$ cat src/alcd_pkg.sv
// alcd_pkg: types and constants for the ASCII length/checksum deframer.
// No dependencies; imported by every module of the block.
`default_nettype none

package alcd_pkg;

	localparam int unsigned SUM_MODULUS = 10000;
	localparam int unsigned SUM_W       = 14;

	localparam logic [7:0] ASCII_ZERO = 8'h30;
	localparam logic [7:0] ASCII_NINE = 8'h39;
	localparam logic [7:0] QUIT_BYTE  = 8'h71;

	typedef enum logic [1:0] {
		PH_HEADER,
		PH_PAYLOAD,
		PH_HALTED
	} phase_t;

	typedef enum logic [1:0] {
		ST_BUSY       = 2'd0,
		ST_OK         = 2'd1,
		ST_BAD_SUM    = 2'd2,
		ST_BAD_HEADER = 2'd3
	} status_t;

	typedef struct packed {
		logic [7:0] payload_byte;
		logic       byte_valid;
		logic       frame_last;
		status_t    frame_status;
		logic       quit_seen;
	} res_t;

endpackage

`default_nettype wire

$ cat src/alcd_core.sv
// alcd_core: frame state and per-word parse, count and checksum step.
// Depends on alcd_pkg.
`default_nettype none

module alcd_core
	import alcd_pkg::*;
#(
	parameter int unsigned FIELD_DIGITS = 4
) (
	input  wire logic       clk,
	input  wire logic       arst_n,
	input  wire logic       step,
	input  wire logic [7:0] rx_byte_s1,
	input  wire logic       halt_cfg,
	output      logic       emit,
	output      res_t       res
);

	localparam int unsigned HEADER_BYTES = 2 * FIELD_DIGITS;
	localparam int unsigned FIELD_W      = $clog2(10 ** FIELD_DIGITS);
	localparam int unsigned MUL_W        = FIELD_W + 4;
	localparam int unsigned POS_W        = $clog2(HEADER_BYTES + 1);
	localparam int unsigned CMP_W        = (FIELD_W > SUM_W) ? FIELD_W : SUM_W;

	phase_t             phase_q, phase_d;
	logic [POS_W-1:0]   pos_q, pos_d;
	logic [FIELD_W-1:0] len_q, len_d;
	logic [FIELD_W-1:0] exp_q, exp_d;
	logic [FIELD_W-1:0] rem_q, rem_d;
	logic [SUM_W-1:0]   sum_q, sum_d;

	logic               is_digit;
	logic [3:0]         digit;
	logic [POS_W-1:0]   pos_inc;
	logic               in_len;
	logic [FIELD_W-1:0] len_new, exp_new;
	logic               hdr_done, hdr_short, hdr_empty;
	logic [SUM_W:0]     sum_add;
	logic [SUM_W-1:0]   sum_new;
	logic [FIELD_W-1:0] rem_new;
	logic               pay_last;
	logic               empty_ok, pay_ok, pay_quit;

	assign is_digit  = rx_byte_s1 inside {[ASCII_ZERO:ASCII_NINE]};
	assign digit     = rx_byte_s1[3:0];
	assign pos_inc   = pos_q + POS_W'(1);
	assign in_len    = pos_q < POS_W'(FIELD_DIGITS);
	assign len_new   = in_len ? FIELD_W'((MUL_W'(len_q) << 3) + (MUL_W'(len_q) << 1)
		+ MUL_W'(digit)) : len_q;
	assign exp_new   = in_len ? exp_q : FIELD_W'((MUL_W'(exp_q) << 3)
		+ (MUL_W'(exp_q) << 1) + MUL_W'(digit));
	assign hdr_done  = pos_inc == POS_W'(HEADER_BYTES);
	assign hdr_short = len_new < FIELD_W'(HEADER_BYTES);
	assign hdr_empty = len_new == FIELD_W'(HEADER_BYTES);
	assign empty_ok  = exp_new == '0;

	assign sum_add  = (SUM_W + 1)'(sum_q) + (SUM_W + 1)'(rx_byte_s1);
	assign sum_new  = (sum_add >= (SUM_W + 1)'(SUM_MODULUS))
		? SUM_W'(sum_add - (SUM_W + 1)'(SUM_MODULUS)) : SUM_W'(sum_add);
	assign rem_new  = (rem_q != '0) ? rem_q - FIELD_W'(1) : rem_q;
	assign pay_last = rem_new == '0;
	assign pay_ok   = CMP_W'(sum_new) == CMP_W'(exp_q);
	assign pay_quit = pay_ok && (len_q == FIELD_W'(HEADER_BYTES + 1))
		&& (rx_byte_s1 == QUIT_BYTE);

	// next state
	always_comb begin
		phase_d = phase_q;
		pos_d   = pos_q;
		len_d   = len_q;
		exp_d   = exp_q;
		rem_d   = rem_q;
		sum_d   = sum_q;
		case (phase_q)
			PH_HEADER: begin
				if (!is_digit || (hdr_done && hdr_short)) begin
					pos_d = '0;
					len_d = '0;
					exp_d = '0;
				end else if (hdr_done && hdr_empty) begin
					pos_d = '0;
					len_d = '0;
					exp_d = '0;
					if (!empty_ok && halt_cfg) begin
						phase_d = PH_HALTED;
					end
				end else if (hdr_done) begin
					pos_d   = '0;
					len_d   = len_new;
					exp_d   = exp_new;
					rem_d   = len_new - FIELD_W'(HEADER_BYTES);
					sum_d   = '0;
					phase_d = PH_PAYLOAD;
				end else begin
					pos_d = pos_inc;
					len_d = len_new;
					exp_d = exp_new;
				end
			end
			PH_PAYLOAD: begin
				if (pay_last) begin
					phase_d = ((!pay_ok || pay_quit) && halt_cfg) ? PH_HALTED : PH_HEADER;
					len_d   = '0;
					exp_d   = '0;
					rem_d   = '0;
					sum_d   = '0;
				end else begin
					rem_d = rem_new;
					sum_d = sum_new;
				end
			end
			default: begin
				phase_d = phase_q;
			end
		endcase
	end

	// result
	always_comb begin
		emit             = 1'b0;
		res.payload_byte = '0;
		res.byte_valid   = 1'b0;
		res.frame_last   = 1'b0;
		res.frame_status = ST_BUSY;
		res.quit_seen    = 1'b0;
		case (phase_q)
			PH_HEADER: begin
				if (!is_digit || (hdr_done && hdr_short)) begin
					emit             = 1'b1;
					res.frame_last   = 1'b1;
					res.frame_status = ST_BAD_HEADER;
				end else if (hdr_done && hdr_empty) begin
					emit             = 1'b1;
					res.frame_last   = 1'b1;
					res.frame_status = empty_ok ? ST_OK : ST_BAD_SUM;
				end
			end
			PH_PAYLOAD: begin
				emit             = 1'b1;
				res.payload_byte = rx_byte_s1;
				res.byte_valid   = 1'b1;
				if (pay_last) begin
					res.frame_last   = 1'b1;
					res.frame_status = pay_ok ? ST_OK : ST_BAD_SUM;
					res.quit_seen    = pay_quit;
				end
			end
			default: begin
				emit = 1'b0;
			end
		endcase
	end

	always_ff @(posedge clk or negedge arst_n) begin
		if (!arst_n) begin
			phase_q <= PH_HEADER;
			pos_q   <= '0;
			len_q   <= '0;
			exp_q   <= '0;
			rem_q   <= '0;
			sum_q   <= '0;
		end else if (step) begin
			phase_q <= phase_d;
			pos_q   <= pos_d;
			len_q   <= len_d;
			exp_q   <= exp_d;
			rem_q   <= rem_d;
			sum_q   <= sum_d;
		end
	end

	a_halt_silent: assert property (@(posedge clk) disable iff (!arst_n)
		phase_q == PH_HALTED |-> !emit)
		else $error("result produced while halted");

	a_payload_count: assert property (@(posedge clk) disable iff (!arst_n)
		phase_q == PH_PAYLOAD |-> rem_q != '0)
		else $error("payload phase with no bytes left");

	a_quit_ok: assert property (@(posedge clk) disable iff (!arst_n)
		(step && emit && res.quit_seen) |=> phase_q != PH_PAYLOAD)
		else $error("quit frame did not end the frame");

endmodule

`default_nettype wire

$ cat src/alcd_out_reg.sv
// alcd_out_reg: result register with valid/ready toward the consumer.
// Depends on alcd_pkg.
`default_nettype none

module alcd_out_reg
	import alcd_pkg::*;
(
	input  wire logic clk,
	input  wire logic arst_n,
	input  wire logic load,
	input  wire res_t res_d,
	input  wire logic out_ready,
	output      logic out_valid,
	output      logic space,
	output      res_t res_q
);

	logic valid_q;

	assign out_valid = valid_q;
	assign space     = !valid_q || out_ready;

	always_ff @(posedge clk or negedge arst_n) begin
		if (!arst_n) begin
			valid_q <= 1'b0;
		end else if (space) begin
			valid_q <= load;
		end
	end

	always_ff @(posedge clk) begin
		if (space && load) begin
			res_q <= res_d;
		end
	end

endmodule

`default_nettype wire

$ cat src/ascii_length_checksum_deframer.sv
// Deframer for streams framed as ASCII decimal length and checksum fields.
// Rate: one word per cycle unless the result register is stalled. Path: input register,
// then one step of header parse or payload count and mod-10000 sum into the result
// register. Header words give no result unless the header is bad or the frame is
// empty; each payload word gives one result, the last one with the frame status.
// After a checksum mismatch or a quit frame with halt_on_failure set, words are
// still taken but dropped until reset. Depends on alcd_pkg, alcd_core, alcd_out_reg.
`default_nettype none

module ascii_length_checksum_deframer
	import alcd_pkg::*;
#(
	parameter int unsigned FIELD_DIGITS = 4
) (
	input  wire logic       clk,
	input  wire logic       arst_n,
	input  wire logic       in_valid,
	output      logic       in_ready,
	input  wire logic [7:0] rx_byte,
	input  wire logic       cfg_valid,
	output      logic       cfg_ready,
	input  wire logic       halt_on_failure,
	output      logic       out_valid,
	input  wire logic       out_ready,
	output      logic [7:0] payload_byte,
	output      logic       byte_valid,
	output      logic       frame_last,
	output      logic [1:0] frame_status,
	output      logic       quit_seen
);

	logic       valid_s1;
	logic [7:0] byte_s1;
	logic       halt_q;
	logic       space;
	logic       advance;
	logic       emit;
	res_t       res_d;
	res_t       res_q;

	assign cfg_ready = 1'b1;
	assign advance   = valid_s1 && space;
	assign in_ready  = !valid_s1 || advance;

	always_ff @(posedge clk or negedge arst_n) begin
		if (!arst_n) begin
			halt_q <= 1'b1;
		end else if (cfg_valid && cfg_ready) begin
			halt_q <= halt_on_failure;
		end
	end

	always_ff @(posedge clk or negedge arst_n) begin
		if (!arst_n) begin
			valid_s1 <= 1'b0;
		end else if (in_ready) begin
			valid_s1 <= in_valid;
		end
	end

	always_ff @(posedge clk) begin
		if (in_valid && in_ready) begin
			byte_s1 <= rx_byte;
		end
	end

	alcd_core #(
		.FIELD_DIGITS(FIELD_DIGITS)
	) u_core (
		.clk        (clk),
		.arst_n     (arst_n),
		.step       (advance),
		.rx_byte_s1 (byte_s1),
		.halt_cfg   (halt_q),
		.emit       (emit),
		.res        (res_d)
	);

	alcd_out_reg u_out (
		.clk       (clk),
		.arst_n    (arst_n),
		.load      (advance && emit),
		.res_d     (res_d),
		.out_ready (out_ready),
		.out_valid (out_valid),
		.space     (space),
		.res_q     (res_q)
	);

	assign payload_byte = res_q.payload_byte;
	assign byte_valid   = res_q.byte_valid;
	assign frame_last   = res_q.frame_last;
	assign frame_status = res_q.frame_status;
	assign quit_seen    = res_q.quit_seen;

	a_status_on_last: assert property (@(posedge clk) disable iff (!arst_n)
		(out_valid && !frame_last) |-> (frame_status == ST_BUSY && !quit_seen))
		else $error("status on a word that does not end a frame");

	a_empty_data: assert property (@(posedge clk) disable iff (!arst_n)
		(out_valid && !byte_valid) |-> (payload_byte == 8'h00 && frame_last))
		else $error("dataless result carries data or is not last");

	a_quit_good: assert property (@(posedge clk) disable iff (!arst_n)
		(out_valid && quit_seen) |-> (frame_status == ST_OK && byte_valid
			&& payload_byte == QUIT_BYTE))
		else $error("quit flag on a frame that is not a good quit frame");

endmodule

`default_nettype wire

$ cat config.mk
export PLATFORM = sky130hd
export DESIGN_NAME = ascii_length_checksum_deframer
export DESIGN_NICKNAME = d
export VERILOG_FILES = /design/src/alcd_pkg.sv /design/src/alcd_core.sv /design/src/alcd_out_reg.sv /design/src/ascii_length_checksum_deframer.sv
export SDC_FILE = /design/constraint.sdc
export NUM_CORES = 1
export LEC_CHECK = 0
export BUFFER_PORTS_ARGS = -buffer_cell sky130_fd_sc_hd__clkbuf_2
export CORE_ASPECT_RATIO = 0.9
export CORE_MARGIN = 1
export CORE_UTILIZATION = 55
export DETAILED_ROUTE_END_ITERATION = 16
export PLACE_DENSITY = 0.72
export RECOVER_POWER = 100
export SYNTH_ARGS = -nofsm -noshare
export SYNTH_HDL_FRONTEND = slang
export SYNTH_SLANG_ARGS = --single-unit
$ cat constraint.sdc
create_clock -name clk -period 11.5 [get_ports clk]
set_clock_uncertainty 0.15 [all_clocks]
set_input_delay 2.3 -clock clk [delete_from_list [all_inputs] [get_ports clk]]
set_output_delay 2.3 -clock clk [all_outputs]
set_load 0.01 [all_outputs]
==> impl_metrics.yaml <==
outcome:
  outcome: "complete, but fails checks"
  violations: "max-capacitance violations, max-slew violations"
die:
  io_pins: 30
  die_x_um: 124
  die_area_mm2: 0.0138
  die_height_um: 112
  core_area_mm2: 0.0129
  num_rows: 39
  start_util: 0.571
worst_setup_path:
  critPathArrivalTime_ps: 6150
  path_max_fanout: 55
  crit_type: "reg2reg"
  cp-end-kind: "register"
  r2r_end: "u_core.rem_q[12]$_DFFE_PN0P_"
  start_kind: "register"
  reg2reg_slack_ps: 5440
  reg2reg_from: "byte_s1[3]$_DFFE_PP_"
  rr_worst_depth: 13
  required_ps: 11600
min_path:
  holdPathStages: 2
  hold_path.class: "reg2reg"
  holdPathEnd: "u_core.sum_q[5]$_DFFE_PN0P_"
  holdCritStartpoint: "u_core.sum_q[5]$_DFFE_PN0P_"
timing:
  max_freq_ghz: 0.165
  report.final.slew_viol_count: 122
  period_minus_slack_ps: 6060
  rsz0062_at_grt: "no"
  worst_slew_pin_slew_ps: 3750
  fin_crit_sh: 0.527
  setup_viol: 0
  finalSetupTns_ps: 0
  relSlewSlack: -1.50
  finalHoldViolations: 0
cells_and_area:
  multi_input_area_mm2: 0.00474
  nets: 926
  regArea_mm2: 0.00226
  n_fill_cell: 1154
  postLayoutCoreUtil: 0.604
  layout-drive-gt1-share: 0.0655
  areaGrowthSynthToFinish_pct: 5.91
  diodes: 0
yosys:
  syn_avg_cell_area_um2: 8.79
  synth_top_area_cell: "dfrtp_1"
  synthesis.nets: 912
  synth_top_family_by_area: "compound AO/OA/AOI/OAI gates"
  yosysSeqAreaShare: 0.307
  async_flop_share: 0.756
  ys_types: 93
  synth.top_cells.by_area: "dfrtp_1 22%, ha_1 9.7%, edfxtp_1 8.6%"
  yosys-mux-area-fraction: 0.0209
  ys_seq_elements: 86
  synth_xor_area_frac: 0.0524
  netlist_area_mm2: 0.00735
  synthAdderAreaFrac: 0.111
  synth.most_common_cell: "nand2_1"
  netlist_instances: 836
  ys.flop_type: "dfrtp_1"
  synth-edff-count: 21
  synth_common_cells: "79 x nand2_1, 64 x dfrtp_1, 61 x nor2_1"
  synth_warnings: 0
  synth_compound_area_frac: 0.240
  synth-simple-area-share: 0.232
  yosysTopAreaCellShare: 0.218
grt:
  grt_antenna_before_repair: 0
  grt.total_usage: 0.309
  gr-total-overflow: 0
  grt_max_degree: 66
  grt_pass1_wl_um: 33300
  grt_pass1_vias: 6519
clock_network:
  cts_tree: "built"
  cts_hold_buffers: 0
  cts.clk_slew.worst_paths_ps: 70
  cts_made_buffers: 9
  cts_setup_buffers: 0
  cts.htree.levels: 3
  post_cts_resize_count: 0
  clock-root-buffer: "clkbuf_16"
  cts.sinks: 86
  insertion_delay_ps: 350
  clock_path_buffers: 2
detailed_routing:
  firstDrtPassIters: 5
  ant_nets: 0
  wl_per_cell_um: 20.1
  drtIter0Drc: 417
  met3RoutedLength_um: 965
  wl_met1_um: 9000
  viasPerCell: 6.64
  drcViolationCount: 0
  highest_layer: "met4"
  drt_wl_total_um: 20500
  num_vias: 6766
  wl_met2_um: 10100
place:
  gp_congestion: 0.876
  port_buffers: 28
  dp_hpwl_um: 15300
power_and_ir_drop:
  power_density_mw_per_mm2: 124
  max-vdd-ir-drop_mv: 0.0893
  p_leak_uw: 0.00350
  power_uw: 967
run:
  cap_violations: 2
==> metal layers <==
metal  global-route usage  up-vias
met1                0.404     3321
met2                0.517      222
met4                0.102        0
met5                    0        -
met3               0.0502       41
li1                     -     3182
==> flip-flops by register name, summed over array words and instances, names as in the netlist <==
name             count
u_core.sum_q        14
u_core.len_q        14
byte_s1              8
halt_q               1
u_core.exp_q        14
u_core.rem_q        14
u_out.res_q         13
u_core.pos_q         4
valid_s1             1
u_out.out_valid      1
u_core.phase_q       2
==> stage by stage <==
step	instances	hold WS (ps)	cell area [um^2]	setup slack, ps
after detailed placement	1003	325	7610	6260
after CTS	1019	339	7910	6250
after global routing	1019	362	7780	5090
final	1019	339	7780	5440
after floorplan	836	303	7350	6500
after global placement	1003	316	7610	6280
==> critical path, cell delays in order, from the launching register on <==
cell and delay [ps]:
edfxtp_1 560, fa_1 590, fa_1 490, a211oi_1 460
o21bai_1 160, nand4_1 120, nand3b_1 190, or2_2 370
or4_1 530, nand3_1 110, a21o_1 110, clkbuf_1 1610
o21ai_0 300, o21ai_0 180
==> cell type report <==
cell class              instances  share of cell area
inverters                      33              0.0159
flip-flops and latches         86               0.290
multi-input cells             685               0.609
clock buffers                  10              0.0294
clock inverters                 6             0.00900
repair buffers                 35              0.0198
well taps                     164              0.0264
==> power by group <==
group / internal, uW / total (uW) / switching (uW)
logic: 104 / 287 / 183
registers: 343 / 379 / 36.1
clock network: 170 / 302 / 132
==> cells by family (layout without fill, tap and decap cells) <==
logic type	count (synthesis)	after routing
compound gates	249	249
xor+xnor	44	44
fa+ha+maj	62	62
buf+inv	65	84
flops	86	86
mux	15	15
other cells	1	1
simple gates	314	314
==> how the worst max path moves through the flow <==
stage | startpoint | to | slack [ps] | cells past startpoint
floorplan | out_ready | in_ready | 6500 | 2
global placement | out_ready | in_ready | 6280 | 4
detailed placement | out_ready | in_ready | 6260 | 4
CTS | out_ready | in_ready | 6250 | 4
global route | byte_s1[3]$_DFFE_PP_ | u_core.rem_q[8]$_DFFE_PN0P_ | 5090 | 13
finish | byte_s1[3]$_DFFE_PP_ | u_core.rem_q[12]$_DFFE_PN0P_ | 5440 | 13
==> placed cells by master (no fill, tap or decap), types with 15 or more instances in the layout <==
cell	synthesis	routed
nand2_1	79	79
dfrtp_1	64	64
nor2_1	61	62
o21ai_0	45	57
ha_1	57	57
a21oi_1	41	41
nor3_1	34	35
inv_1	32	32
xnor2_1	24	24
clkbuf_1	17	22
edfxtp_1	21	21
xor2_1	20	20
nand3_1	18	19
o31ai_1	18	19
a21o_1	15	15
a22o_1	15	15
Note: power is estimated with default switching activity, not from simulation.
